$ cat src/design/button_debounce_short_long_press_defines.svh
// Assertion macros shared by the button qualifier RTL.
// Included by files that carry concurrent checks; no other dependencies.
`ifndef BUTTON_DEBOUNCE_SHORT_LONG_PRESS_DEFINES_SVH
`define BUTTON_DEBOUNCE_SHORT_LONG_PRESS_DEFINES_SVH

`ifndef SYNTHESIS
`define BDSLP_ASSERT_SAME(lbl, clk, rst_n, ante, cons) \
    lbl: assert property (@(posedge clk) disable iff (!(rst_n)) (ante) |-> (cons)) \
        else $error("check failed");
`define BDSLP_ASSERT_NEXT(lbl, clk, rst_n, ante, cons) \
    lbl: assert property (@(posedge clk) disable iff (!(rst_n)) (ante) |=> (cons)) \
        else $error("check failed");
`else
`define BDSLP_ASSERT_SAME(lbl, clk, rst_n, ante, cons)
`define BDSLP_ASSERT_NEXT(lbl, clk, rst_n, ante, cons)
`endif

`endif

$ cat src/design/bdslp_pkg.sv
// Shared types and constants for the button qualifier.
// No dependencies.
`default_nettype none

package bdslp_pkg;

    localparam int PinWidth   = 4;
    localparam int CmdWidth   = 2;
    localparam int IndexWidth = 2;
    localparam int TicksWidth = 16;
    localparam int AddrWidth  = 3;
    localparam int DataWidth  = 32;

    localparam logic [TicksWidth-1:0] LongPressTicksReset = 16'd100;
    localparam logic                  PressedLevelReset   = 1'b0;
    localparam logic                  ReleasedAtReset     = 1'b1;

    typedef enum logic [CmdWidth-1:0] {
        CmdTick      = 2'd0,
        CmdReadShort = 2'd1,
        CmdReadLong  = 2'd2,
        CmdNone      = 2'd3
    } t_cmd;

    typedef enum logic {
        RegLongPressTicks = 1'b0,
        RegPressedLevel   = 1'b1
    } t_reg_sel;

    typedef enum logic [1:0] {
        ShortIdle  = 2'd0,
        ShortArmed = 2'd1,
        ShortDone  = 2'd2
    } t_short_stage;

    typedef struct packed {
        logic tick;
        logic clr_short;
        logic clr_long;
    } t_lane_ctl;

    typedef struct packed {
        logic short_done;
        logic long_flag;
    } t_lane_status;

endpackage

`default_nettype wire

$ cat src/design/bdslp_regs.sv
// APB configuration registers: hold time and pressed pin level.
// Depends on bdslp_pkg.
`default_nettype none

module bdslp_regs (
    input  wire                                  i_clk,
    input  wire                                  i_rst_n,
    input  wire                                  psel,
    input  wire                                  penable,
    input  wire                                  pwrite,
    input  wire  [bdslp_pkg::AddrWidth-1:0]      paddr,
    input  wire  [bdslp_pkg::DataWidth-1:0]      pwdata,
    output logic [bdslp_pkg::DataWidth-1:0]      prdata,
    output logic                                 pready,
    output logic [bdslp_pkg::TicksWidth-1:0]     o_long_press_ticks,
    output logic                                 o_pressed_level
);
    import bdslp_pkg::*;

    logic [TicksWidth-1:0] r_long_press_ticks;
    logic                  r_pressed_level;
    logic                  w_write;
    t_reg_sel              w_sel;

    assign pready  = 1'b1;
    assign w_write = psel && penable && pwrite;
    assign w_sel   = t_reg_sel'(paddr[2]);

    always_ff @(posedge i_clk) begin
        if (!i_rst_n) begin
            r_long_press_ticks <= LongPressTicksReset;
            r_pressed_level    <= PressedLevelReset;
        end else if (w_write) begin
            unique case (w_sel)
                RegLongPressTicks: r_long_press_ticks <= pwdata[TicksWidth-1:0];
                RegPressedLevel:   r_pressed_level    <= pwdata[0];
                default: ;
            endcase
        end
    end

    always_comb begin
        prdata = '0;
        unique case (w_sel)
            RegLongPressTicks: prdata = {{(DataWidth-TicksWidth){1'b0}}, r_long_press_ticks};
            RegPressedLevel:   prdata = {{(DataWidth-1){1'b0}}, r_pressed_level};
            default:           prdata = '0;
        endcase
    end

    assign o_long_press_ticks = r_long_press_ticks;
    assign o_pressed_level    = r_pressed_level;

endmodule

`default_nettype wire

$ cat src/design/bdslp_button.sv
// One button lane: three-sample debounce, short press stage, hold counter.
// Depends on bdslp_pkg and the assertion macro header.
`default_nettype none
`include "button_debounce_short_long_press_defines.svh"

module bdslp_button #(
    parameter int COUNT_WIDTH = 16
) (
    input  wire                          i_clk,
    input  wire                          i_rst_n,
    input  wire  bdslp_pkg::t_lane_ctl   i_ctl,
    input  wire                          i_now,
    input  wire                          i_pressed_level,
    input  wire  [COUNT_WIDTH-1:0]       i_load,
    output bdslp_pkg::t_lane_status      o_status
);
    import bdslp_pkg::*;

    logic             r_oldest, n_oldest;
    logic             r_middle, n_middle;
    logic             r_stable, n_stable;
    t_short_stage     r_stage,  n_stage;
    logic [COUNT_WIDTH-1:0] r_hold_count, n_hold_count;
    logic             r_long_flag, n_long_flag;

    always_ff @(posedge i_clk) begin
        if (!i_rst_n) begin
            r_oldest     <= ReleasedAtReset;
            r_middle     <= ReleasedAtReset;
            r_stable     <= ReleasedAtReset;
            r_stage      <= ShortIdle;
            r_hold_count <= '0;
            r_long_flag  <= 1'b0;
        end else begin
            r_oldest     <= n_oldest;
            r_middle     <= n_middle;
            r_stable     <= n_stable;
            r_stage      <= n_stage;
            r_hold_count <= n_hold_count;
            r_long_flag  <= n_long_flag;
        end
    end

    always_comb begin
        n_oldest     = r_oldest;
        n_middle     = r_middle;
        n_stable     = r_stable;
        n_stage      = r_stage;
        n_hold_count = r_hold_count;
        n_long_flag  = r_long_flag;
        if (i_ctl.tick) begin
            n_oldest = r_middle;
            n_middle = i_now;
            if (r_oldest == r_middle && r_middle == i_now) begin
                if (r_stable != i_now) begin
                    n_stable = i_now;
                    if (i_now == i_pressed_level) begin
                        n_stage      = ShortArmed;
                        n_hold_count = i_load;
                    end else begin
                        unique case (r_stage)
                            ShortArmed: n_stage = ShortDone;
                            default:    n_stage = r_stage;
                        endcase
                    end
                end else if (i_now == i_pressed_level && r_hold_count != '0) begin
                    n_hold_count = r_hold_count - COUNT_WIDTH'(1);
                    if (r_hold_count == COUNT_WIDTH'(1)) begin
                        n_long_flag = 1'b1;
                        n_stage     = ShortIdle;
                    end
                end
            end
        end
        if (i_ctl.clr_short && r_stage == ShortDone) begin
            n_stage = ShortIdle;
        end
        if (i_ctl.clr_long) begin
            n_long_flag = 1'b0;
        end
    end

    assign o_status.short_done = (r_stage == ShortDone);
    assign o_status.long_flag  = r_long_flag;

    `BDSLP_ASSERT_SAME(a_long_at_one, i_clk, i_rst_n, !r_long_flag && n_long_flag,
        r_hold_count == COUNT_WIDTH'(1))
    `BDSLP_ASSERT_NEXT(a_stable_on_tick, i_clk, i_rst_n, !i_ctl.tick, $stable(r_stable))
    `BDSLP_ASSERT_NEXT(a_count_on_tick, i_clk, i_rst_n, !i_ctl.tick, $stable(r_hold_count))

endmodule

`default_nettype wire

$ cat src/design/button_debounce_short_long_press.sv
// Multi-button debounce with short and long press detection: one item per
// clock while the result side does not stall. Items are registered,
// processed in a single pass against the per-button state, and the hit
// result is registered; the input and result registers let a new item be
// taken every unstalled cycle. Depends on bdslp_pkg, bdslp_regs, bdslp_button.
`default_nettype none
`include "button_debounce_short_long_press_defines.svh"

module button_debounce_short_long_press #(
    parameter int BUTTONS     = 4,
    parameter int COUNT_WIDTH = 16
) (
    input  wire                                  i_clk,
    input  wire                                  i_rst_n,
    input  wire                                  i_in_valid,
    output logic                                 o_in_stall,
    input  wire  [bdslp_pkg::CmdWidth-1:0]       i_cmd,
    input  wire  [bdslp_pkg::PinWidth-1:0]       i_pin_levels,
    input  wire  [bdslp_pkg::IndexWidth-1:0]     i_button_index,
    output logic                                 o_out_valid,
    input  wire                                  i_out_stall,
    output logic                                 o_hit,
    input  wire                                  psel,
    input  wire                                  penable,
    input  wire                                  pwrite,
    input  wire  [bdslp_pkg::AddrWidth-1:0]      paddr,
    input  wire  [bdslp_pkg::DataWidth-1:0]      pwdata,
    output logic [bdslp_pkg::DataWidth-1:0]      prdata,
    output logic                                 pready
);
    import bdslp_pkg::*;

    logic                  r_in_valid;
    t_cmd                  r_cmd;
    logic [PinWidth-1:0]   r_pins;
    logic [IndexWidth-1:0] r_button_index;
    logic                  r_out_valid;
    logic                  r_hit;
    logic                  n_hit;
    logic                  w_advance;
    logic                  w_accept;

    logic [TicksWidth-1:0]  w_long_press_ticks;
    logic                   w_pressed_level;
    logic [COUNT_WIDTH-1:0] w_load;

    logic [BUTTONS-1:0]     w_sel;
    logic [BUTTONS-1:0]     w_short_done;
    logic [BUTTONS-1:0]     w_long_flag;
    logic                   w_is_tick;
    logic                   w_is_short;
    logic                   w_is_long;

    bdslp_regs u_regs (
        .i_clk              (i_clk),
        .i_rst_n            (i_rst_n),
        .psel               (psel),
        .penable            (penable),
        .pwrite             (pwrite),
        .paddr              (paddr),
        .pwdata             (pwdata),
        .prdata             (prdata),
        .pready             (pready),
        .o_long_press_ticks (w_long_press_ticks),
        .o_pressed_level    (w_pressed_level)
    );

    generate
        if (COUNT_WIDTH > TicksWidth) begin : g_load_wide
            assign w_load = {{(COUNT_WIDTH-TicksWidth){1'b0}}, w_long_press_ticks};
        end else begin : g_load_narrow
            assign w_load = w_long_press_ticks[COUNT_WIDTH-1:0];
        end
    endgenerate

    assign w_advance  = r_in_valid && (!r_out_valid || !i_out_stall);
    assign o_in_stall = r_in_valid && !w_advance;
    assign w_accept   = i_in_valid && !o_in_stall;

    always_ff @(posedge i_clk) begin
        if (!i_rst_n) begin
            r_in_valid <= 1'b0;
        end else if (w_accept) begin
            r_in_valid <= 1'b1;
        end else if (w_advance) begin
            r_in_valid <= 1'b0;
        end
    end

    always_ff @(posedge i_clk) begin
        if (w_accept) begin
            r_cmd          <= t_cmd'(i_cmd);
            r_pins         <= i_pin_levels;
            r_button_index <= i_button_index;
        end
    end

    always_comb begin
        w_is_tick  = 1'b0;
        w_is_short = 1'b0;
        w_is_long  = 1'b0;
        case (r_cmd)
            CmdTick:      w_is_tick  = 1'b1;
            CmdReadShort: w_is_short = 1'b1;
            CmdReadLong:  w_is_long  = 1'b1;
            default: ;
        endcase
    end

    generate
        for (genvar b = 0; b < BUTTONS; b++) begin : g_lane
            t_lane_ctl    w_ctl;
            t_lane_status w_status;
            logic         w_now;

            if (b < PinWidth) begin : g_pin
                assign w_now    = r_pins[b];
                assign w_sel[b] = (r_button_index == IndexWidth'(b));
            end else begin : g_nopin
                assign w_now    = 1'b0;
                assign w_sel[b] = 1'b0;
            end

            assign w_ctl.tick      = w_advance && w_is_tick;
            assign w_ctl.clr_short = w_advance && w_is_short && w_sel[b];
            assign w_ctl.clr_long  = w_advance && w_is_long && w_sel[b];

            bdslp_button #(
                .COUNT_WIDTH (COUNT_WIDTH)
            ) u_button (
                .i_clk           (i_clk),
                .i_rst_n         (i_rst_n),
                .i_ctl           (w_ctl),
                .i_now           (w_now),
                .i_pressed_level (w_pressed_level),
                .i_load          (w_load),
                .o_status        (w_status)
            );

            assign w_short_done[b] = w_status.short_done;
            assign w_long_flag[b]  = w_status.long_flag;
        end
    endgenerate

    assign n_hit = (w_is_short && |(w_sel & w_short_done))
                || (w_is_long && |(w_sel & w_long_flag));

    always_ff @(posedge i_clk) begin
        if (!i_rst_n) begin
            r_out_valid <= 1'b0;
        end else if (w_advance) begin
            r_out_valid <= 1'b1;
        end else if (!i_out_stall) begin
            r_out_valid <= 1'b0;
        end
    end

    always_ff @(posedge i_clk) begin
        if (w_advance) begin
            r_hit <= n_hit;
        end
    end

    assign o_out_valid = r_out_valid;
    assign o_hit       = r_hit;

    `BDSLP_ASSERT_NEXT(a_in_held, i_clk, i_rst_n, o_in_stall,
        r_in_valid && $stable(r_cmd) && $stable(r_button_index))
    `BDSLP_ASSERT_NEXT(a_advance_fills, i_clk, i_rst_n, w_advance, r_out_valid)
    `BDSLP_ASSERT_NEXT(a_tick_no_hit, i_clk, i_rst_n, w_advance && w_is_tick, !r_hit)

endmodule

`default_nettype wire

$ cat config.mk
export PLATFORM = sky130hd
export DESIGN_NAME = button_debounce_short_long_press
export DESIGN_NICKNAME = d
export VERILOG_FILES = /design/src/design/bdslp_pkg.sv /design/src/design/bdslp_regs.sv /design/src/design/bdslp_button.sv /design/src/design/button_debounce_short_long_press.sv
export VERILOG_INCLUDE_DIRS = /design/src /design/src/design
export SDC_FILE = /design/constraint.sdc
export NUM_CORES = 1
export LEC_CHECK = 0
export BUFFER_PORTS_ARGS = -buffer_cell sky130_fd_sc_hd__buf_2
export CAP_MARGIN = 30
export CORE_MARGIN = 5
export CORE_UTILIZATION = 30
export DETAILED_ROUTE_END_ITERATION = 8
export GPL_ROUTABILITY_DRIVEN = 0
export SETUP_SLACK_MARGIN = 0.3
export SYNTH_ARGS = -nofsm -noshare
export SYNTH_HDL_FRONTEND = slang
export SYNTH_SLANG_ARGS = --single-unit
$ cat constraint.sdc
create_clock -name i_clk -period 2.3 [get_ports i_clk]
set_input_delay 0.575 -clock i_clk [delete_from_list [all_inputs] [get_ports i_clk]]
set_output_delay 0.575 -clock i_clk [all_outputs]
set_load 0.005 [all_outputs]
* Yosys cells after proc, flatten, opt, wreduce, memory -nomap -nowiden
Index checks and enable logic that the tools add are counted.
** Storage, ports and cells
- Register bits after elaboration :: 116
- Logic and storage cells :: 205
- Input bits :: 50
** Operators by class
- Reductions and logical operators :: 79
- $add $sub $neg :: 4
- Mux-type cells :: 40
- Eq/ne operators :: 42
- Bitwise operators :: 8
** Operators with widths (count)
- $mux W16 :: 12
- $eq A16 B1 Y1 const B :: 4
- $pmux W32 S2 :: 1
- $reduce_bool A16 Y1 :: 4
- $sub A16 B1 Y16 const B :: 4
- $mux W2 :: 20
- $reduce_and A5 Y1 :: 8
- $logic_and A1 B1 Y1 :: 30
- $reduce_bool A2 Y1 :: 9
- $reduce_and A4 Y1 :: 4
- $reduce_or A2 Y1 :: 8
- $eq A2 B2 Y1 const B :: 7
- $eq A1 B1 Y1 :: 12
- $eq A2 B1 Y1 const B :: 6
- $ne A3 B3 Y1 const B :: 4
- $reduce_and A3 Y1 :: 4
- $and A4 B4 Y4 :: 2
- $ne A2 B2 Y1 const B :: 4
- $reduce_or A4 Y1 :: 2
- $mux W1 :: 7
- $not A1 Y1 :: 6
- $logic_not A1 Y1 :: 4
- $logic_not A2 Y1 :: 2
- $ne A1 B1 Y1 :: 4
- 3 further kinds :: 5

* Longest topological paths before layout
- Word-level depth :: 8
- Gate-level depth with buffers :: 9
- Gate-level depth less buffers :: 7

* Cells and area by module
A second synthesis with hierarchy kept.
** Unflattened totals
- Cell total of the unflattened synthesis :: 860
- Area total of the unflattened synthesis :: 7206.9 sq um
** By module, submodules not included
- bdslp_button at g_lane[0].u_button ... :: cells an instance 177, area each 1441.4 sq um, sequential area each 440.4 sq um, instances 3
- bdslp_button at g_lane[3].u_button :: cells an instance 176, area each 1396.3 sq um, sequential area each 440.4 sq um, instances 1
- bdslp_regs :: cells an instance 110, area each 964.7 sq um, sequential area each 340.3 sq um, instances 1
- button_debounce_short_long_press :: cells an instance 43, area each 521.8 sq um, sequential area each 310.3 sq um, instances 1

* Worst setup path after synthesis
No wires, ideal clock.
- Kind :: reg2reg
- Start point :: reg r_pins[0]
- End point :: reg g_lane[0].u_button.r_hold_count[2]
- Slack :: 0.088 ns
- Data arrival time :: 2.080 ns
- Clock period less this slack :: 2.212 ns
- Stages on the path, launching flop included :: 8
- Buffers on the path :: 2
- Library setup time :: 0.132 ns
- Path through :: edfxtp_1 -> buf_6 -> or4_4 -> a2111oi_4 -> o41ai_4 -> buf_4 -> o211ai_1 -> o31ai_1
** Between the ends
- Word-level cells in the longest chain between the ends :: 4
- Elaborated cells between the ends (all ways) :: 9
** Ends and longest elaborated chain
- from (decl) :: RTL line button_debounce_short_long_press.sv:35 : logic [PinWidth-1:0] r_pins;
- from (signal assigned) :: RTL line button_debounce_short_long_press.sv:93 : r_pins <= i_pin_levels;
- $eq A1 B1 Y1 :: RTL line bdslp_button.sv:57, bdslp_button.sv:66
- $logic_and A1 B1 Y1 :: RTL line bdslp_button.sv:66 : end else if (i_now == i_pressed_level && r_hold_count != '0) begin
- $reduce_bool A2 Y1 (no source line)
- $reduce_and A4 Y1 (no source line)
- to (signal assigned) :: RTL line bdslp_button.sv:39 : r_hold_count <= n_hold_count;
- to (decl) :: RTL line bdslp_button.sv:23 : logic [COUNT_WIDTH-1:0] r_hold_count, n_hold_count;
Parallel ways exist; a longest one is shown, timed or not.
A chain may end at the register's enable or synchronous reset.

* Worst setup path after layout
- Start point :: reg g_lane[0].u_button.r_hold_count[8]
- End point :: reg g_lane[0].u_button.r_hold_count[11]
** Between the ends
- Word-level cells in the longest chain between the ends :: 4
- Elaborated cells between the ends (all ways) :: 7
** Ends and longest elaborated chain
- branches (longest 4 deep; another with $sub A16 B1 Y16)
Parallel ways; which one is timed is not known. The select of a mux whose other input is x is not followed.

==> results list <==
- Run status: completed
- Worst hold path type: in -> reg
- Buffer depth of the longest clock path: 2
- In the final layout, the share of cells above drive strength 1 is 0.3124.
- Post-synthesis share of cell area spent on full adders, half adders and majority gates: 0.01411
- Clock slew at reported path FFs: 0.06 ns
- The number of antenna diodes in the final layout is 0.
- The count of final max-slew check failures is 0.
- The critical path is of the reg -> reg type.
- Required @ worst endpoint: 2.63 ns
- Final Hold Viols: 0
- Least-Margin Pin Slew: about 0.62 ns
- The die is around 160 um tall.
- Gate Count Post-Synth: about 940
- Detailed Route Iter0 Violations: 602
- Most used flip-flop cell after synthesis: sky130_fd_sc_hd__dfxtp_1
* Switching Power: between 1 and 1.5 mW
- Post-detailed-route wirelength per cell: about 18 um
- Data arrives at the worst endpoint at between 2 and 3 ns.
- Half-perimeter wire length after placement: around 16 mm
- Total Die Area: 0.02681 sq mm
* Relative max-transition margin: 0.5861
- Proportion of synthesized area in mux cells: 0.01059
- Clock power frac: 0.526
- For this run, design rule violations remaining after detail routing come to 0.
* Kind of capture point of the worst setup path: flop
- Global-route wire length before repair: 38.57 mm
- Entering global routing, the biggest net connects 45 pins.
- The clock reaches the later pin of the worst-skew pair after about 0.42 ns.
* Maxcap violations: 0
* CTS tree: built
* Final cell area excluding filler cells: approximately 0.01 sq mm
- Once detail routing completed, the nets flagged for antenna violations numbered 0.
* Area of the placeable core: between 0.02 and 0.025 sq mm
- Global router's overall resource usage: 0.1803
- The number of antenna violations at the first check in global routing came to 0.
* Category of cells accounting for the largest share of critical-path delay: simple AND/OR/NAND/NOR gates
- Number of enable flip-flop cells after synthesis: 9
- Per-instance average area after synthesis: about 7.5 sq um
- Of the total power, the share spent switching nets is 0.2519.
- Number of CTS-inserted buffers: 17
* Area post-placement: between 0.008 and 0.009 sq mm
- Accumulated negative setup slack: 0 ns
- Of the total power, registers draw 0.384.
- Synth warnings: 0
* Via count of the first global-routing pass: between 7000 and 8000
- Worst clock skew on the final layout: around 0.0083 ns
- Critical path, cell by cell: or4_4, or3_4, o41ai_4, buf_6, buf_6, a21oi_2, o32ai_2
* Post-placement setup slack: 0.03583 ns
* Fill cell total of the finished layout: about 2300
- Worst vdd ir: 0.0004778 V
- The largest individual stage delay along the critical path comes from the cell sky130_fd_sc_hd__or4_4.
* Sequential area share after synthesis: 0.3402
- Share of the synthesized area in compound gates (AO/OA/AOI/OAI): 0.2715
- The number of different library cells used by synthesis comes to 73.
- In the synthesized netlist the async set-or-reset flop fraction comes to 0.
- For this design the ratio of total power to cell area is 555.8 mW/mm^2.
- The worst path meets setup with around 0.13 ns of slack.
- Counting both buffers and inverters, the worst setup path holds a total of 2.
- CTS HTree Levels: 4
- Of the total synthesized cell area, the portion taken by XOR and XNOR cells is 0.01112.
- Initial Util: 0.3030
- Of the available clock period, the critical path in the final layout requires 0.9440.
- Of the total synthesized cell area, the portion taken by AND, OR, NAND and NOR gates is 0.2795.
- Setup repair after global routing could not meet its margin everywhere.
* Most common cell on crit path: sky130_fd_sc_hd__buf_6
- Clock tree synthesis found a total of between 100 and 150 sinks.
* Max stage delay on crit path: ~0.52 ns
- Post-Syn Area: ~0.0071 sq mm
* Avg Vias per Cell: 5.474
- Of all nets on the critical path, the largest fanout is 5.
- During I/O placement, the number of pins put on the boundary was 86.
- Logic pwr share: 0.091
- Synthesis inferred 116 register bits.
- Root cell of the clock tree: sky130_fd_sc_hd__clkbuf_16
- First-pass iteration count of the detailed router: 7
- Setup violations remaining at the end of the flow were counted as 0.
* Number of nets in the finished design: approximately 1100
* Port Buffers: 50
- Total wire length after detailed routing: roughly 24 mm
- In this run the horizontal extent of the chip is 163.8 um.
- Grt total ovfl: 0
- Row Count: 56
- STA classifies the critical path startpoint as a flop.
* Dominant combinational cell family by area after synthesis: simple AND/OR/NAND/NOR gates
- Area growth syn-to-layout: 37.79%
- The final route contains around 7600 vias.
* Peak clock frequency supported by timing: around 460 MHz
* Post-layout minimum cycle time: about 2.2 ns
- Summed over all cells, the static leakage comes to 3.680 nW.
- The internal power of the cells totals 4.063 mW.
==> registers in the layout, indices dropped and copies added, names as in the netlist <==
name	flops
r_button_index	2
g_lane.u_button.r_hold_count	64
r_cmd	2
u_regs.o_pressed_level	1
r_in_valid	1
o_hit	1
g_lane.u_button.r_stable	4
r_pins	4
g_lane.u_button.r_long_flag	4
g_lane.u_button.r_oldest	4
o_out_valid	1
g_lane.u_button.r_middle	4
u_regs.o_long_press_ticks	16
g_lane.u_button.r_stage	8
==> placed cells by master (no fill, tap or decap), types with 9 or more instances in the layout <==
master	n
sky130_fd_sc_hd__a21oi_1	81
sky130_fd_sc_hd__a21oi_2	23
sky130_fd_sc_hd__a31oi_1	18
sky130_fd_sc_hd__buf_12	9
sky130_fd_sc_hd__buf_2	50
sky130_fd_sc_hd__buf_4	82
sky130_fd_sc_hd__buf_6	17
sky130_fd_sc_hd__clkbuf_16	18
sky130_fd_sc_hd__conb_1	17
sky130_fd_sc_hd__dfxtp_1	98
sky130_fd_sc_hd__edfxtp_1	9
sky130_fd_sc_hd__inv_1	21
sky130_fd_sc_hd__nand2_1	135
sky130_fd_sc_hd__nand3_1	41
sky130_fd_sc_hd__nand4_1	16
sky130_fd_sc_hd__nor2_1	56
sky130_fd_sc_hd__nor2b_1	17
sky130_fd_sc_hd__nor3_1	21
sky130_fd_sc_hd__nor4_1	14
sky130_fd_sc_hd__o21ai_0	32
sky130_fd_sc_hd__o21ai_1	13
sky130_fd_sc_hd__o31ai_1	16
sky130_fd_sc_hd__o32ai_2	18
sky130_fd_sc_hd__or3_1	14
==> worst register-to-register path, cell delays in order (launching register included) <==
cell,delay [ns]
sky130_fd_sc_hd__dfxtp_4,0.35
sky130_fd_sc_hd__or4_4,0.52
sky130_fd_sc_hd__or3_4,0.36
sky130_fd_sc_hd__o41ai_4,0.27
sky130_fd_sc_hd__buf_6,0.19
sky130_fd_sc_hd__buf_6,0.13
sky130_fd_sc_hd__a21oi_2,0.04
sky130_fd_sc_hd__o32ai_2,0.22
==> layer usage <==
layer,vias to the layer above,wire length [um],GRT usage
li1,3674,-,-
met1,3609,10410,0.2304
met2,250,11690,0.2926
met3,49,1662,0.05044
met4,0,733,0.06329
met5,-,0,0
==> worst paths after layout <==
kind	start	to	slack (ns)	cells after the start
max reg2reg	g_lane[0].u_button.r_hold_count[8]	g_lane[0].u_button.r_hold_count[11]	0.13	7
max	g_lane[0].u_button.r_hold_count[8]	g_lane[0].u_button.r_hold_count[11]	0.13	7
min reg2reg	g_lane[0].u_button.r_hold_count[15]	g_lane[0].u_button.r_hold_count[15]	0.45	2
min	i_pin_levels[0]	r_pins[0]	0.33	1
==> power by group through the flow <==
stage | sequential, mW | combinational [mW] | clock (mW)
finish | 2.09 | 0.492 | 2.85
global placement | 2.14 | 0.442 | 0
global route | 2.09 | 0.535 | 3.00
detailed placement | 2.14 | 0.444 | 0
CTS | 2.09 | 0.462 | 2.90
floorplan | 2.12 | 0.292 | 0
==> repair_timing <==
| item | 4_1_cts | 5_1_grt |
|---|---|---|
| gates resized for setup | 91 | 73 |
| cloned | 4 | 1 |
| hold buffers | 0 | 0 |
| buffers inserted | 12 | 12 |
| setup endpoints to repair | 59 | 75 |
| pin swaps | 51 | 33 |
==> kinds of logic after synthesis <==
| family | Yosys count |
|---|---|
| AND/OR/NAND/NOR | 399 |
| buffers and inverters | 111 |
| other | 2 |
| XOR/XNOR | 9 |
| multiplexers | 6 |
| adder cells (fa/ha/maj) | 8 |
| AO/OA/AOI/OAI | 293 |
| flip-flops | 116 |
==> layout make-up <==
cell class / count / area, sq um / share of cell area
clock buffers: 18 / 429.2 / 0.04392
inverters: 22 / 82.58 / 0.008451
flip-flops and latches: 116 / 2436 / 0.2493
clock inverters: 14 / 200.2 / 0.02049
repair buffers: 162 / 1308 / 0.1338
multi-input cells: 734 / 4917 / 0.5032
well taps: 319 / 399.1 / 0.04085
==> synth_stat cells (6+ instances only) <==
| cell type | instances | share of area |
|---|---|---|
| sky130_fd_sc_hd__nor2_1 | 57 | 0.030 |
| sky130_fd_sc_hd__o32ai_1 | 19 | 0.023 |
| sky130_fd_sc_hd__nor3b_1 | 9 | 0.0095 |
| sky130_fd_sc_hd__a21oi_1 | 110 | 0.078 |
| sky130_fd_sc_hd__nand4_1 | 16 | 0.014 |
| sky130_fd_sc_hd__ha_1 | 8 | 0.014 |
| sky130_fd_sc_hd__clkbuf_1 | 59 | 0.031 |
| sky130_fd_sc_hd__o21a_1 | 6 | 0.0064 |
| sky130_fd_sc_hd__nand2_1 | 141 | 0.075 |
| sky130_fd_sc_hd__nor3_1 | 26 | 0.018 |
| sky130_fd_sc_hd__nand3_1 | 46 | 0.032 |
| sky130_fd_sc_hd__and3_1 | 6 | 0.0053 |
| sky130_fd_sc_hd__o21ai_1 | 6 | 0.0042 |
| sky130_fd_sc_hd__nor4_1 | 19 | 0.017 |
| sky130_fd_sc_hd__dfxtp_1 | 107 | 0.30 |
| sky130_fd_sc_hd__o31ai_1 | 21 | 0.022 |
| sky130_fd_sc_hd__o21ai_0 | 45 | 0.032 |
| sky130_fd_sc_hd__a21o_1 | 6 | 0.0064 |
| sky130_fd_sc_hd__buf_2 | 6 | 0.0042 |
| sky130_fd_sc_hd__nand2b_1 | 9 | 0.0079 |
| sky130_fd_sc_hd__edfxtp_1 | 9 | 0.038 |
| sky130_fd_sc_hd__o41ai_1 | 7 | 0.0086 |
| sky130_fd_sc_hd__o211ai_1 | 7 | 0.0074 |
| sky130_fd_sc_hd__and2_1 | 6 | 0.0053 |
| sky130_fd_sc_hd__nor2b_1 | 18 | 0.016 |
| sky130_fd_sc_hd__a31oi_1 | 18 | 0.016 |
| sky130_fd_sc_hd__buf_4 | 19 | 0.020 |
| sky130_fd_sc_hd__or3_1 | 18 | 0.016 |
| sky130_fd_sc_hd__a22oi_1 | 9 | 0.0095 |
| sky130_fd_sc_hd__inv_1 | 22 | 0.012 |
| sky130_fd_sc_hd__or4_1 | 12 | 0.013 |
==> metrics by stage <==
step / hold slack (ns) / power [mW] / utilization / instances
finish: 0.3297 / 5.431 / 0.4176 / 1385
floorplan: 0.4333 / 2.416 / - / 959
CTS: 0.3085 / 5.459 / 0.3986 / 1372
global placement: 0.4495 / 2.581 / 0.3499 / 1324
global route: 0.3065 / 5.625 / 0.4176 / 1385
detailed placement: 0.4559 / 2.584 / 0.3499 / 1324
Note: power is estimated with default switching activity, not from simulation.
